**src/design/chlp_pkg.sv**
```systemverilog
`timescale 1ns / 1ps

package chlp_pkg;

  // event codes
  localparam logic [2:0] EV_PENDING   = 3'd0;
  localparam logic [2:0] EV_HEADER    = 3'd1;
  localparam logic [2:0] EV_STATUS    = 3'd2;
  localparam logic [2:0] EV_END       = 3'd3;
  localparam logic [2:0] EV_MALFORMED = 3'd4;
  localparam logic [2:0] EV_TOO_LONG  = 3'd5;

  // number parse phases
  localparam logic [1:0] PH_BLANK = 2'd0;
  localparam logic [1:0] PH_SIGN  = 2'd1;
  localparam logic [1:0] PH_DIGIT = 2'd2;
  localparam logic [1:0] PH_DONE  = 2'd3;

  localparam logic [15:0] PREFIX_LEN   = 16'd6;
  localparam logic [15:0] NUMBER_START = 16'd7;
  localparam logic [15:0] LINE_MAX     = 16'hFFFF;
  localparam logic [16:0] NUM_LIMIT    = 17'd9999;
  localparam logic [15:0] BUF_SIZE_RST = 16'd4096;

  localparam int TDATA_IN_W  = 8;
  localparam int TDATA_OUT_W = 40;

  // classified byte as it travels through the queue
  typedef struct packed {
    logic       restart;
    logic [7:0] lc;
    logic       is_cr;
    logic       is_lf;
    logic       is_colon;
    logic       is_blank;
    logic       is_sign;
    logic       is_minus;
    logic       is_digit;
    logic [3:0] digit;
  } item_t;

  typedef struct packed {
    logic [2:0]         event_res;
    logic signed [14:0] status_value;
    logic [15:0]        line_length;
  } result_t;

  // lower-case "status", indexed by character position
  function automatic logic [7:0] status_char(input logic [2:0] pos);
    logic [7:0] ch;
    case (pos)
      3'd0: ch = 8'h73;
      3'd1: ch = 8'h74;
      3'd2: ch = 8'h61;
      3'd3: ch = 8'h74;
      3'd4: ch = 8'h75;
      3'd5: ch = 8'h73;
      default: ch = 8'h00;
    endcase
    return ch;
  endfunction

endpackage

```
**src/design/chlp_front.sv**
```systemverilog
`timescale 1ns / 1ps

module chlp_front (
  input  logic [7:0]     data_byte,
  input  logic           restart,
  output chlp_pkg::item_t item
);

  always_comb begin
    item.restart  = restart;
    item.lc       = ((data_byte >= 8'h41) && (data_byte <= 8'h5A)) ?
                    (data_byte + 8'd32) : data_byte;
    item.is_cr    = (data_byte == 8'h0D);
    item.is_lf    = (data_byte == 8'h0A);
    item.is_colon = (data_byte == 8'h3A);
    item.is_blank = (data_byte == 8'h20) || (data_byte == 8'h09) ||
                    (data_byte == 8'h0B) || (data_byte == 8'h0C);
    item.is_sign  = (data_byte == 8'h2B) || (data_byte == 8'h2D);
    item.is_minus = (data_byte == 8'h2D);
    item.is_digit = (data_byte >= 8'h30) && (data_byte <= 8'h39);
    item.digit    = data_byte[3:0];
  end

endmodule

```
**src/design/chlp_fifo.sv**
```systemverilog
`timescale 1ns / 1ps

module chlp_fifo #(
  parameter int DEPTH = 4
) (
  input  logic            clk,
  input  logic            rst,
  input  logic            wr_en,
  input  chlp_pkg::item_t wr_item,
  output logic            full,
  output logic            rd_valid,
  input  logic            rd_en,
  output chlp_pkg::item_t rd_item
);

  localparam int PTR_W = (DEPTH > 1) ? $clog2(DEPTH) : 1;
  localparam int CNT_W = $clog2(DEPTH + 1);
  localparam logic [PTR_W-1:0] PTR_LAST = PTR_W'(DEPTH - 1);
  localparam logic [CNT_W-1:0] CNT_FULL = CNT_W'(DEPTH);

  chlp_pkg::item_t mem [DEPTH];
  logic [PTR_W-1:0] wr_ptr;
  logic [PTR_W-1:0] rd_ptr;
  logic [CNT_W-1:0] count;

  logic do_wr;
  logic do_rd;

  assign full     = (count == CNT_FULL);
  assign rd_valid = (count != '0);
  assign do_wr    = wr_en && !full;
  assign do_rd    = rd_en && rd_valid;
  assign rd_item  = mem[rd_ptr];

  always_ff @(posedge clk) begin
    if (do_wr) begin
      mem[wr_ptr] <= wr_item;
    end
  end

  always_ff @(posedge clk) begin
    if (rst) begin
      wr_ptr <= '0;
      rd_ptr <= '0;
      count  <= '0;
    end else begin
      if (do_wr) begin
        wr_ptr <= (wr_ptr == PTR_LAST) ? '0 : wr_ptr + PTR_W'(1);
      end
      if (do_rd) begin
        rd_ptr <= (rd_ptr == PTR_LAST) ? '0 : rd_ptr + PTR_W'(1);
      end
      if (do_wr && !do_rd) begin
        count <= count + CNT_W'(1);
      end else if (do_rd && !do_wr) begin
        count <= count - CNT_W'(1);
      end
    end
  end

endmodule

```
**src/design/chlp_back.sv**
```systemverilog
`timescale 1ns / 1ps

module chlp_back (
  input  logic              clk,
  input  logic              rst,
  input  logic [15:0]       header_buffer_size,
  input  logic              in_valid,
  input  chlp_pkg::item_t   in_item,
  output logic              in_ready,
  output logic              out_valid,
  input  logic              out_ready,
  output chlp_pkg::result_t out_res
);

  logic [15:0] chars_in_line;
  logic        cr_pending;
  logic        colon_seen;
  logic        prefix_match;
  logic [1:0]  number_phase;
  logic        number_negative;
  logic [13:0] number_accum;
  logic [15:0] bytes_taken;
  logic        finished;
  logic [2:0]  held_event;

  logic [15:0] chars_in_line_next;
  logic        cr_pending_next;
  logic        colon_seen_next;
  logic        prefix_match_next;
  logic [1:0]  number_phase_next;
  logic        number_negative_next;
  logic [13:0] number_accum_next;
  logic [15:0] bytes_taken_next;
  logic        finished_next;
  logic [2:0]  held_event_next;
  chlp_pkg::result_t res_next;

  logic        take;
  logic [15:0] limit;
  logic        line_end;
  logic [16:0] acc_sum;
  logic [14:0] mag;

  assign in_ready = !out_valid || out_ready;
  assign take     = in_valid && in_ready;
  assign limit    = (header_buffer_size != 16'd0) ? header_buffer_size - 16'd1 : 16'd0;
  assign acc_sum  = {3'b000, number_accum} * 17'd10 + {13'd0, in_item.digit};
  // the line ending byte never touches the accumulator
  assign mag      = {1'b0, number_accum};

  always_comb begin
    // restart clears the parser before the byte is looked at
    chars_in_line_next   = in_item.restart ? 16'd0 : chars_in_line;
    cr_pending_next      = in_item.restart ? 1'b0 : cr_pending;
    colon_seen_next      = in_item.restart ? 1'b0 : colon_seen;
    prefix_match_next    = in_item.restart ? 1'b1 : prefix_match;
    number_phase_next    = in_item.restart ? chlp_pkg::PH_BLANK : number_phase;
    number_negative_next = in_item.restart ? 1'b0 : number_negative;
    number_accum_next    = in_item.restart ? 14'd0 : number_accum;
    bytes_taken_next     = in_item.restart ? 16'd0 : bytes_taken;
    finished_next        = in_item.restart ? 1'b0 : finished;
    held_event_next      = in_item.restart ? chlp_pkg::EV_PENDING : held_event;
    res_next.event_res    = chlp_pkg::EV_PENDING;
    res_next.status_value = '0;
    res_next.line_length  = '0;
    line_end = 1'b0;

    if (finished_next) begin
      res_next.event_res = held_event_next;
    end else if (bytes_taken_next >= limit) begin
      res_next.event_res = chlp_pkg::EV_TOO_LONG;
      finished_next      = 1'b1;
      held_event_next    = chlp_pkg::EV_TOO_LONG;
    end else begin
      bytes_taken_next = bytes_taken_next + 16'd1;
      if (cr_pending_next) begin
        if (in_item.is_lf) begin
          line_end = 1'b1;
        end else begin
          res_next.event_res = chlp_pkg::EV_MALFORMED;
          finished_next      = 1'b1;
          held_event_next    = chlp_pkg::EV_MALFORMED;
        end
      end else if (in_item.is_cr) begin
        cr_pending_next = 1'b1;
      end else if (in_item.is_lf) begin
        line_end = 1'b1;
      end else begin
        if (in_item.is_colon) begin
          colon_seen_next = 1'b1;
        end
        if ((chars_in_line_next < chlp_pkg::PREFIX_LEN) &&
            (in_item.lc != chlp_pkg::status_char(chars_in_line_next[2:0]))) begin
          prefix_match_next = 1'b0;
        end
        if ((chars_in_line_next >= chlp_pkg::NUMBER_START) &&
            (number_phase_next != chlp_pkg::PH_DONE)) begin
          if ((number_phase_next == chlp_pkg::PH_BLANK) && in_item.is_blank) begin
            number_phase_next = chlp_pkg::PH_BLANK;
          end else if ((number_phase_next == chlp_pkg::PH_BLANK) && in_item.is_sign) begin
            number_negative_next = in_item.is_minus;
            number_phase_next    = chlp_pkg::PH_SIGN;
          end else if (in_item.is_digit) begin
            number_accum_next = (acc_sum > chlp_pkg::NUM_LIMIT) ?
                                chlp_pkg::NUM_LIMIT[13:0] : acc_sum[13:0];
            number_phase_next = chlp_pkg::PH_DIGIT;
          end else begin
            number_phase_next = chlp_pkg::PH_DONE;
          end
        end
        if (chars_in_line_next != chlp_pkg::LINE_MAX) begin
          chars_in_line_next = chars_in_line_next + 16'd1;
        end
      end

      if (line_end) begin
        if (chars_in_line_next == 16'd0) begin
          res_next.event_res = chlp_pkg::EV_END;
          finished_next      = 1'b1;
          held_event_next    = chlp_pkg::EV_END;
        end else if (!colon_seen_next) begin
          res_next.event_res = chlp_pkg::EV_MALFORMED;
          finished_next      = 1'b1;
          held_event_next    = chlp_pkg::EV_MALFORMED;
        end else if (prefix_match_next && (chars_in_line_next >= chlp_pkg::PREFIX_LEN)) begin
          res_next.event_res    = chlp_pkg::EV_STATUS;
          res_next.status_value = number_negative_next ? -$signed(mag) : $signed(mag);
          res_next.line_length  = chars_in_line_next;
        end else begin
          res_next.event_res   = chlp_pkg::EV_HEADER;
          res_next.line_length = chars_in_line_next;
        end
        chars_in_line_next   = 16'd0;
        cr_pending_next      = 1'b0;
        colon_seen_next      = 1'b0;
        prefix_match_next    = 1'b1;
        number_phase_next    = chlp_pkg::PH_BLANK;
        number_negative_next = 1'b0;
        number_accum_next    = 14'd0;
      end
    end
  end

  always_ff @(posedge clk) begin
    if (take) begin
      out_res <= res_next;
    end
  end

  always_ff @(posedge clk) begin
    if (rst) begin
      out_valid       <= 1'b0;
      chars_in_line   <= 16'd0;
      cr_pending      <= 1'b0;
      colon_seen      <= 1'b0;
      prefix_match    <= 1'b1;
      number_phase    <= chlp_pkg::PH_BLANK;
      number_negative <= 1'b0;
      number_accum    <= 14'd0;
      bytes_taken     <= 16'd0;
      finished        <= 1'b0;
      held_event      <= chlp_pkg::EV_PENDING;
    end else if (take) begin
      out_valid       <= 1'b1;
      chars_in_line   <= chars_in_line_next;
      cr_pending      <= cr_pending_next;
      colon_seen      <= colon_seen_next;
      prefix_match    <= prefix_match_next;
      number_phase    <= number_phase_next;
      number_negative <= number_negative_next;
      number_accum    <= number_accum_next;
      bytes_taken     <= bytes_taken_next;
      finished        <= finished_next;
      held_event      <= held_event_next;
    end else if (out_ready) begin
      out_valid <= 1'b0;
    end
  end

endmodule

```
**src/design/cgi_header_line_parser.sv**
```systemverilog
`timescale 1ns / 1ps

// cgi response header line parser
// input stream: one byte of the script's response per transaction; tuser[0]
//   set on a byte clears the parser and makes that byte the first of a new
//   response
// output stream: exactly one event per input byte, in order: pending, header
//   line, status line (with parsed value), end of headers, malformed, too long
// configuration: cfg_wr_en/cfg_wr_data load header_buffer_size (reset 4096);
//   write only while no transaction is in flight
// path: the event for a byte passes through the queue write at its input
//   transaction, then the parse into the output register when the parser
//   takes it from the queue
// throughput: one byte per cycle while the output is not stalled; the parser
//   does its compare and times-ten add for a whole byte combinationally
// stalls: the output register holds while m_axis_tready is low and the parser
//   stops; the input queue of FIFO_DEPTH entries keeps taking bytes until full,
//   then s_axis_tready falls
// reset: rst clears queue, parser state and the output valid, and loads the
//   default buffer size; end of headers and errors stay until a restart byte
module cgi_header_line_parser #(
  parameter int FIFO_DEPTH = 4
) (
  input  logic        clk,
  input  logic        rst,
  // configuration
  input  logic        cfg_wr_en,
  input  logic [15:0] cfg_wr_data,
  // byte stream in
  input  logic        s_axis_tvalid,
  output logic        s_axis_tready,
  input  logic [7:0]  s_axis_tdata,   // [7:0] data_byte
  input  logic [0:0]  s_axis_tuser,   // [0] restart
  // event stream out
  output logic        m_axis_tvalid,
  input  logic        m_axis_tready,
  output logic [39:0] m_axis_tdata    // [2:0] event_res, [17:3] status_value,
                                      // [33:18] line_length, [39:34] zero
);

  logic [15:0]       header_buffer_size;
  chlp_pkg::item_t   front_item;
  chlp_pkg::item_t   queue_item;
  logic              queue_full;
  logic              queue_valid;
  logic              back_ready;
  chlp_pkg::result_t back_res;

  // buffer size register, no read-back
  always_ff @(posedge clk) begin
    if (rst) begin
      header_buffer_size <= chlp_pkg::BUF_SIZE_RST;
    end else if (cfg_wr_en) begin
      header_buffer_size <= cfg_wr_data;
    end
  end

  // classify each byte as it arrives
  chlp_front u_front (
    .data_byte (s_axis_tdata),
    .restart   (s_axis_tuser[0]),
    .item      (front_item)
  );

  // short queue so that the input side can run while the output stalls
  chlp_fifo #(
    .DEPTH (FIFO_DEPTH)
  ) u_fifo (
    .clk      (clk),
    .rst      (rst),
    .wr_en    (s_axis_tvalid),
    .wr_item  (front_item),
    .full     (queue_full),
    .rd_valid (queue_valid),
    .rd_en    (back_ready),
    .rd_item  (queue_item)
  );

  assign s_axis_tready = !queue_full;

  // line parser and output register
  chlp_back u_back (
    .clk                (clk),
    .rst                (rst),
    .header_buffer_size (header_buffer_size),
    .in_valid           (queue_valid),
    .in_item            (queue_item),
    .in_ready           (back_ready),
    .out_valid          (m_axis_tvalid),
    .out_ready          (m_axis_tready),
    .out_res            (back_res)
  );

  // pack result fields from the lowest bit up
  assign m_axis_tdata = {6'd0, back_res.line_length, back_res.status_value,
                         back_res.event_res};

endmodule

```
**config.mk**
```make
export PLATFORM = sky130hd
export DESIGN_NAME = cgi_header_line_parser
export DESIGN_NICKNAME = d
export VERILOG_FILES = /design/src/design/chlp_pkg.sv /design/src/design/chlp_front.sv /design/src/design/chlp_fifo.sv /design/src/design/chlp_back.sv /design/src/design/cgi_header_line_parser.sv
export SDC_FILE = /design/constraint.sdc
export NUM_CORES = 1
export LEC_CHECK = 0
export BUFFER_PORTS_ARGS = -buffer_cell sky130_fd_sc_hd__buf_2
export CAP_MARGIN = 20
export CORE_MARGIN = 5
export CORE_UTILIZATION = 60
export DETAILED_ROUTE_END_ITERATION = 10
export HOLD_SLACK_MARGIN = 0.03
export PLACE_DENSITY = 0.79
export SLEW_MARGIN = 15
export SYNTH_ARGS = -nofsm -noshare
export SYNTH_HDL_FRONTEND = slang
export SYNTH_SLANG_ARGS = --single-unit
```
**constraint.sdc**
```tcl
create_clock -name clk -period 11.66 [get_ports clk]
set_input_delay 0.583 -clock clk [delete_from_list [all_inputs] [get_ports clk]]
set_output_delay 0.583 -clock clk [all_outputs]
set_load 0.01 [all_outputs]
```
==> run metrics, run 1 <==
outcome complete, no violations; TritonCTS buffer count 17; residual antenna-violating net count after detailed routing 0; number of global-route vias before repair 8579; routability cong. 0.941; Detailed Route WL between 20000 and 30000 um; cell at the slowest stage of the critical path sky130_fd_sc_hd__or4_1; synthesized area between 10000 and 15000 um2; initial detailed-routing violation count 1005; count of flip-flops with a built-in enable after synthesis 98; Worst Path Buf+Inv 2; setup repair after global routing missed its margin no; Critical Path Max Stage Delay 560 ps; routed wire length per instance 18.2 um; Hold Fails Final Rpt 0; GR Util All Layers 0.248; Setup Slack @ Placement 6480 ps; Final min period 5280 ps; area of the die 21300 um2; final-report setup violation count 0; cells resized by post-CTS repair 0; die height 146 um; Critical Path, Cell by Cell or4_1 > or3_1 > or3b_2 > nor3_1 > mux2i_1 > ha_1 > nand4_1 > inv_1 > a221oi_1 > o211ai_1 > buf_4 > nor2_1 > nand2_1 > nor3_1 > a22oi_1 > nor3_1; Clock H-tree levels 4; cell type with the highest occurrence count on the critical path sky130_fd_sc_hd__nor3_1; Worst path top cell family by delay simple AND/OR/NAND/NOR gates; Max Clock Freq 0.190 GHz; type of the most critical hold path in -> reg; category of the worst setup path capture point flip-flop; Critical Path Start Type flip-flop; DRT Pass-1 Iters 7; Core Area 18100 um2; number of distinct standard cells referenced by the synthesized netlist 86; count of buffers added by post-CTS timing repair for setup 0; Slew HR 0.239; die width 146 um; Slew Viols, Final 0; Lkg Pwr 4.61 nW; Filler Cell Count between 1000 and 1500; post-detailed-placement half-perimeter wirelength 19000 um; number of synthesized register bits 180; DRC violations left 0; number of placement rows approximately 50; endpoint required time on the critical path 12020 ps; class of the most critical setup path reg -> reg; Post-synth ARST share 0; worst skew pair latency 440 ps; final period utilization 0.452; gate count after technology mapping 1185; effective utilization at floorplan 0.612; Sinks on Clock Net 180; power density of the placed cells 181 nW/um2; register area share after synthesis 0.414; initial antenna violation count 0; peak supply drop 0.126 mV; Clock transition at path regs 70 ps; CTS Hold Bufs 0; Final TNS setup 0 ps; max-cap viol count 0; root buf cell sky130_fd_sc_hd__clkbuf_16; clock tree buffer depth 2; syn avg cell area 9.34 um2; Arrival @ worst endpoint 5630 ps; largest net degree at the start of global routing 77; highest net fanout along the worst path 11; setup clock skew after layout between 9 and 10 ps; number of I/O port buffers 65; detail-routed via count per cell between 6 and 7; transition time at the pin with the least slew margin 1130 ps; via count 9190; TritonCTS clock tree yes; final-stage net count 1317; number of top-level pins 72; global-route wire length before repair 43400 um; Antenna Cells 0; Setup WS post-layout 6380 ps; remaining global-route overflow 0; flip-flop cell with the highest count after synthesis sky130_fd_sc_hd__edfxtp_1; synthesis-to-finish area growth 9.47%; yosys synthesis warning count 0; fraction of layout instances using a drive strength above 1 0.124
[per-layer routing]
| layer | vias up | global-route usage | wire length, um |
|---|---|---|---|
| met4 | 0 | 0.0817 | 578 |
| met2 | 366 | 0.403 | 12600 |
| li1 | 4443 | - | - |
| met1 | 4334 | 0.342 | 11500 |
| met5 | - | 0 | 0 |
| met3 | 47 | 0.0396 | 1970 |
[path summary, 6_finish.rpt]
path	start	endpoint	slack, ps	cells past startpoint
hold reg to reg	u_back.out_valid	u_back.out_valid	470	2
setup reg to reg	header_buffer_size[3]	u_back.number_accum[5]	6380	16
hold / removal	s_axis_tuser	u_fifo.mem[0][19]	360	1
setup / recovery	header_buffer_size[3]	u_back.number_accum[5]	6380	16
[flip-flops by register name, indices dropped and copies added (netlist names), named ones only]
| register | cells |
|---|---|
| u_fifo.mem | 64 |
| u_back.out_res | 34 |
| header_buffer_size | 16 |
| u_back.bytes_taken | 16 |
| u_back.chars_in_line | 16 |
| u_back.number_accum | 14 |
| u_back.held_event | 3 |
| u_fifo.count | 3 |
| u_back.number_phase | 2 |
| u_fifo.rd_ptr | 2 |
| u_fifo.wr_ptr | 2 |
| u_back.colon_seen | 1 |
| u_back.cr_pending | 1 |
| u_back.finished | 1 |
| u_back.number_negative | 1 |
| u_back.out_valid | 1 |
| u_back.prefix_match | 1 |
[cells in the mapped netlist, drive strengths merged, types with 4 or more instances]
| master | count | area, um2 |
|---|---|---|
| nor3 | 35 | 180 |
| nor4 | 18 | 131 |
| o21a | 8 | 60.1 |
| nand4 | 14 | 93.8 |
| a32oi | 5 | 43.8 |
| mux2i | 27 | 270 |
| a31oi | 22 | 138 |
| a2111o | 4 | 45.0 |
| or2 | 8 | 50.1 |
| a2111oi | 4 | 35.0 |
| buf | 20 | 116 |
| or3 | 14 | 87.6 |
| nor2b | 25 | 156 |
| a311oi | 4 | 41.3 |
| o31ai | 7 | 52.6 |
| nand3 | 24 | 120 |
| a31o | 5 | 43.8 |
| nand2 | 126 | 475 |
| nand2b | 5 | 31.3 |
| dfxtp | 82 | 1640 |
| mux4 | 16 | 360 |
| xor2 | 28 | 245 |
| and2 | 7 | 43.8 |
| a21o | 8 | 60.1 |
| clkbuf | 39 | 146 |
| a211o | 4 | 35.0 |
| and3 | 19 | 119 |
| a22o | 4 | 35.0 |
| a21oi | 76 | 384 |
| inv | 34 | 128 |
| ha | 59 | 738 |
| a22oi | 6 | 45.0 |
| edfxtp | 98 | 2940 |
| o22ai | 4 | 25.0 |
| mux2 | 4 | 45.0 |
| xnor2 | 38 | 333 |
| o21ai | 44 | 220 |
| or4 | 8 | 60.1 |
| a211oi | 11 | 82.6 |
| o211ai | 8 | 60.1 |
| nor2 | 154 | 581 |
| o211a | 5 | 50.1 |
[power by group]
group          switching (mW)  leakage, nW  total (mW)  internal, mW
Clock                   0.288        0.290       0.579         0.291
Combinational           0.533         2.73       0.786         0.253
Sequential             0.0449         1.59       0.829         0.784
Total                   0.866         4.61        2.19          1.33
[cell usage in the layout (no fill, tap or decap), types with 27 or more instances in the layout]
cell type,count
sky130_fd_sc_hd__buf_2,65
sky130_fd_sc_hd__nand2_1,125
sky130_fd_sc_hd__a21oi_1,75
sky130_fd_sc_hd__edfxtp_1,98
sky130_fd_sc_hd__ha_1,59
sky130_fd_sc_hd__nor3_1,34
sky130_fd_sc_hd__o21ai_0,40
sky130_fd_sc_hd__nor2_1,153
sky130_fd_sc_hd__mux2i_1,27
sky130_fd_sc_hd__xor2_1,28
sky130_fd_sc_hd__inv_1,33
sky130_fd_sc_hd__dfxtp_1,82
sky130_fd_sc_hd__xnor2_1,38
[metrics by stage]
| stage | instances | power [mW] | hold WS [ps] | cell area [um2] | util |
|---|---|---|---|---|---|
| after floorplan | 1190 | 1.38 | 447 | 11100 | - |
| after global placement | 1434 | 1.59 | 451 | 11500 | 0.636 |
| after detailed placement | 1435 | 1.62 | 467 | 11500 | 0.636 |
| after CTS | 1467 | 2.19 | 353 | 12100 | 0.670 |
| after global routing | 1467 | 2.30 | 361 | 12100 | 0.670 |
| final | 1467 | 2.19 | 362 | 12100 | 0.670 |
[cell type report]
class,count,area [um2],share of cell area
multi-input cells,916,6110,0.504
flip-flops and latches,180,4580,0.378
clock buffers,17,425,0.0351
repair buffers,75,400,0.0330
well taps,229,287,0.0236
clock inverters,15,180,0.0149
inverters,35,131,0.0108
[cell families after synthesis]
group | count (synthesis) | synth area share
and+or+nand+nor | 478 | 0.209
other | 1 | 0.000339
adders and majority gates | 62 | 0.0721
AOI/OAI and AO/OA | 257 | 0.155
xor gates and xnor gates | 66 | 0.0522
DFF | 180 | 0.414
muxes | 47 | 0.0611
buffers and inverters | 94 | 0.0356
(Power assumes the default switching activity.)
==> run 2, diff against run 1 <==
ABC_AREA = 1   (was not set)
CORE_UTILIZATION = 56   (was 60)
PLACE_DENSITY = 0.77   (was 0.79)
clock period = 4.8 ns   (was 11.66 ns; I/O delays follow)
==> run 2 against run 1 <==
Net effect:
- combinational power increased to 5.3 times the previous value
- sequential share of layout area decreased by 2.6 points
- first-iteration DRC count decreased by 14%
- non-clock buffer count increased by 16
- via count increased by 18%
- clock power increased by 150%
- die area increased by 13%
- sequential power increased to 2.8 times the previous value
- core utilization decreased by 4.6 points
- area after synthesis increased by 6.2%
- wire length increased by 6.2%
- setup slack got worse by 5900 ps
- critical endpoint is now u_back.out_res[18]
==> run metrics, run 2 <==
setup repair after global routing missed its margin no (unchanged); Slew HR 0.352 (was 0.239); effective utilization at floorplan 0.564 (was 0.612); final-stage net count 1765 (was 1317); cells resized by post-CTS repair 0 (unchanged); class of the most critical setup path reg -> reg (unchanged); number of top-level pins 72 (unchanged); uppermost metal layer occupied by signal nets met4 (unchanged); number of flip-flops in the largest register 64 (unchanged); routed wire length per instance 14.5 um (was 18.2 um); met2 wire length 13200 um (was 12600 um); outcome complete, no violations (unchanged); flip-flop cell with the highest count after synthesis sky130_fd_sc_hd__edfxtp_1 (unchanged); category of the worst setup path capture point flip-flop (unchanged); Met1 Routed Length 12700 um (was 11500 um); TritonCTS clock tree yes (unchanged); die width 155 um (was 146 um); leading cell types by total area after synthesis sky130_fd_sc_hd__edfxtp_1 (25%), sky130_fd_sc_hd__dfxtp_1 (14%), sky130_fd_sc_hd__nand2_1 (11%) (was sky130_fd_sc_hd__edfxtp_1 (27%), sky130_fd_sc_hd__dfxtp_1 (15%), sky130_fd_sc_hd__ha_1 (6.7%)); DRC violations left 0 (unchanged); CTS Hold Bufs 9 (was 0); cell type with the highest aggregate area in the netlist sky130_fd_sc_hd__edfxtp_1 (unchanged); Area after DPL 12300 um2 (was 11500 um2); power density of the placed cells 608 nW/um2 (was 181 nW/um2); detail-routed via count per cell 5.55 (was 6.26); DRT Pass-1 Iters 6 (was 7); setup clock skew after layout 16.6 ps (was 9.25 ps); GR Util All Layers 0.234 (was 0.248); largest reg by FF count u_fifo.mem (unchanged); number of I/O port buffers 65 (unchanged); register area share after synthesis 0.390 (was 0.414); transition time at the pin with the least slew margin 970 ps (was 1130 ps); post-detailed-placement half-perimeter wirelength 20100 um (was 19000 um); initial detailed-routing violation count 867 (was 1005); worst skew pair latency 440 ps (about the same); clock tree buffer depth 2 (unchanged); top-area cell type share of the netlist area 0.250 (was 0.266); Synth top cells by count sky130_fd_sc_hd__nand2_1 (332), sky130_fd_sc_hd__inv_1 (203), sky130_fd_sc_hd__nor2_1 (193) (was sky130_fd_sc_hd__nor2_1 (153), sky130_fd_sc_hd__nand2_1 (125), sky130_fd_sc_hd__edfxtp_1 (98)); Post-synth ARST share 0 (unchanged); most common cell after layout, fill and taps aside sky130_fd_sc_hd__nand2_1 (was sky130_fd_sc_hd__nor2_1); Clock transition at path regs 80 ps (was 70 ps); largest net degree at the start of global routing 72 (was 77); synthesis-to-finish area growth 10.5% (was 9.47%); type of the most critical hold path in -> reg (unchanged); yosys synthesis warning count 0 (unchanged); count of flip-flops with a built-in enable after synthesis 98 (unchanged); synthesized area 11800 um2 (was 11100 um2); routability cong. 0.921 (was 0.941); final period utilization 0.894 (was 0.452); fraction of layout instances using a drive strength above 1 0.0985 (was 0.124); residual antenna-violating net count after detailed routing 0 (unchanged); global-route wire length before repair 46700 um (was 43400 um); worst hold slack 72.8 ps (was 362 ps); number of distinct standard cells referenced by the synthesized netlist 55 (was 86); max-cap viol count 0 (unchanged); Clock H-tree levels 4 (unchanged); syn avg cell area 7.27 um2 (was 9.34 um2); final-report setup violation count 0 (unchanged); initial antenna violation count 0 (unchanged); number of placed cells counting well taps 1920 (was 1435); root buf cell sky130_fd_sc_hd__clkbuf_16 (unchanged); Antenna Cells 0 (unchanged); final design instance area without fill 13000 um2 (was 12100 um2); highest net fanout along the worst path 16 (was 11); dominant cell by count in the synthesized netlist sky130_fd_sc_hd__nand2_1 (was sky130_fd_sc_hd__nor2_1); Filler Cell Count 1891 (was 1467); Core Area 20800 um2 (was 18100 um2); Max Clock Freq 0.233 GHz (was 0.190 GHz); Detailed Route WL 28400 um (was 26700 um); final core utilization 0.624 (was 0.670); most frequent cells in the layout sky130_fd_sc_hd__nand2_1 (332), sky130_fd_sc_hd__inv_1 (203), sky130_fd_sc_hd__nor2_1 (189) (was sky130_fd_sc_hd__nor2_1 (153), sky130_fd_sc_hd__nand2_1 (125), sky130_fd_sc_hd__edfxtp_1 (98)); Arrival @ worst endpoint 4560 ps (was 5630 ps); remaining global-route overflow 0 (unchanged); Final Non-Filler Cells 1961 (was 1467); routed length on met3 2000 um (was 1970 um); Hold Fails Final Rpt 0 (unchanged); die height 155 um (was 146 um); peak supply drop 0.365 mV (was 0.126 mV); Critical Path Start Type flip-flop (unchanged); number of global-route vias before repair 9848 (was 8579); Sinks on Clock Net 180 (unchanged); area of the die 24000 um2 (was 21300 um2); number of placement rows 53 (was 49); TritonCTS buffer count 17 (unchanged); Final min period 4290 ps (was 5280 ps); Slew Viols, Final 0 (unchanged); count of buffers added by post-CTS timing repair for setup 0 (unchanged); Lkg Pwr 5.60 nW (was 4.61 nW); gate count after technology mapping 1617 (was 1185); Final TNS setup 0 ps (unchanged); endpoint required time on the critical path 5070 ps (was 12020 ps); registers with the most flip-flops u_fifo.mem x64, u_back.out_res x34 (unchanged); number of synthesized register bits 180 (unchanged); via count 10900 (was 9190)
[run 2: kinds of logic (layout without fill, tap and decap cells)]
logic type	Yosys count	count (layout)	synth area share
xor+xnor	17	17	0.0127
buf+inv	275	339	0.0940
other cells	1	6	0.000319
simple gates	738	738	0.275
fa+ha+maj	62	62	0.0679
flops	180	180	0.390
compound gates	344	344	0.160
[run 2: area by class of cell]
type                       count  area [um2]  share of cell area
clock buffer                  17         425              0.0327
clock inverter                15         176              0.0136
inverter                     216         811              0.0624
multi-input combinational   1167        6110               0.470
sequential                   180        4580               0.353
tap                          275         344              0.0265
timing repair buffer          91         543              0.0418
[run 2: metal layers]
| metal | global-route usage | vias to the layer above |
|---|---|---|
| met5 | 0 | - |
| met2 | 0.389 | 406 |
| met4 | 0.0648 | 0 |
| li1 | - | 5527 |
| met1 | 0.322 | 4909 |
| met3 | 0.0323 | 42 |
[run 2: where the power goes]
group          switching, mW  leakage [nW]  internal, mW
clock network          0.671         0.291         0.747
logic                   2.90          3.72          1.29
registers              0.214          1.59          2.07
total                   3.79          5.60          4.10
[run 2: metrics by stage]
stage                     setup slack (ps)  power, mW
final                                  509       7.89
after global routing                  20.0       8.52
after CTS                              534       7.85
after detailed placement               568       6.42
after global placement                 747       6.34
after floorplan                        810       5.36
[run 2: worst max-delay path, stage by stage (launching register included)]
cell and delay, ps:
sky130_fd_sc_hd__dfxtp_1 330, sky130_fd_sc_hd__inv_1 90, sky130_fd_sc_hd__ha_1 190, sky130_fd_sc_hd__nand2_1 60
sky130_fd_sc_hd__nor2_1 160, sky130_fd_sc_hd__nand2_1 140, sky130_fd_sc_hd__nor3_1 270, sky130_fd_sc_hd__nand4_1 460
sky130_fd_sc_hd__nand2_1 220, sky130_fd_sc_hd__ha_1 260, sky130_fd_sc_hd__a21oi_1 150, sky130_fd_sc_hd__o21ai_1 80
sky130_fd_sc_hd__nand2_1 60, sky130_fd_sc_hd__o211ai_1 80, sky130_fd_sc_hd__a221oi_1 250, sky130_fd_sc_hd__nand2_1 250
sky130_fd_sc_hd__nor2_1 200, sky130_fd_sc_hd__clkinv_1 120, sky130_fd_sc_hd__nor3_2 250, sky130_fd_sc_hd__nand3_4 250
sky130_fd_sc_hd__nor3b_1 260
[run 2: path summary, 6_finish.rpt]
kind | endpoint | slack [ps] | start | cells after the start
worst min register to register | u_back.bytes_taken[1] | 470 | u_back.bytes_taken[1] | 2
worst max-delay path | u_back.out_res[18] | 510 | header_buffer_size[0] | 20
worst max register to register | u_back.out_res[18] | 510 | header_buffer_size[0] | 20
worst min-delay path | u_fifo.mem[1][14] | 70 | s_axis_tdata[3] | 1
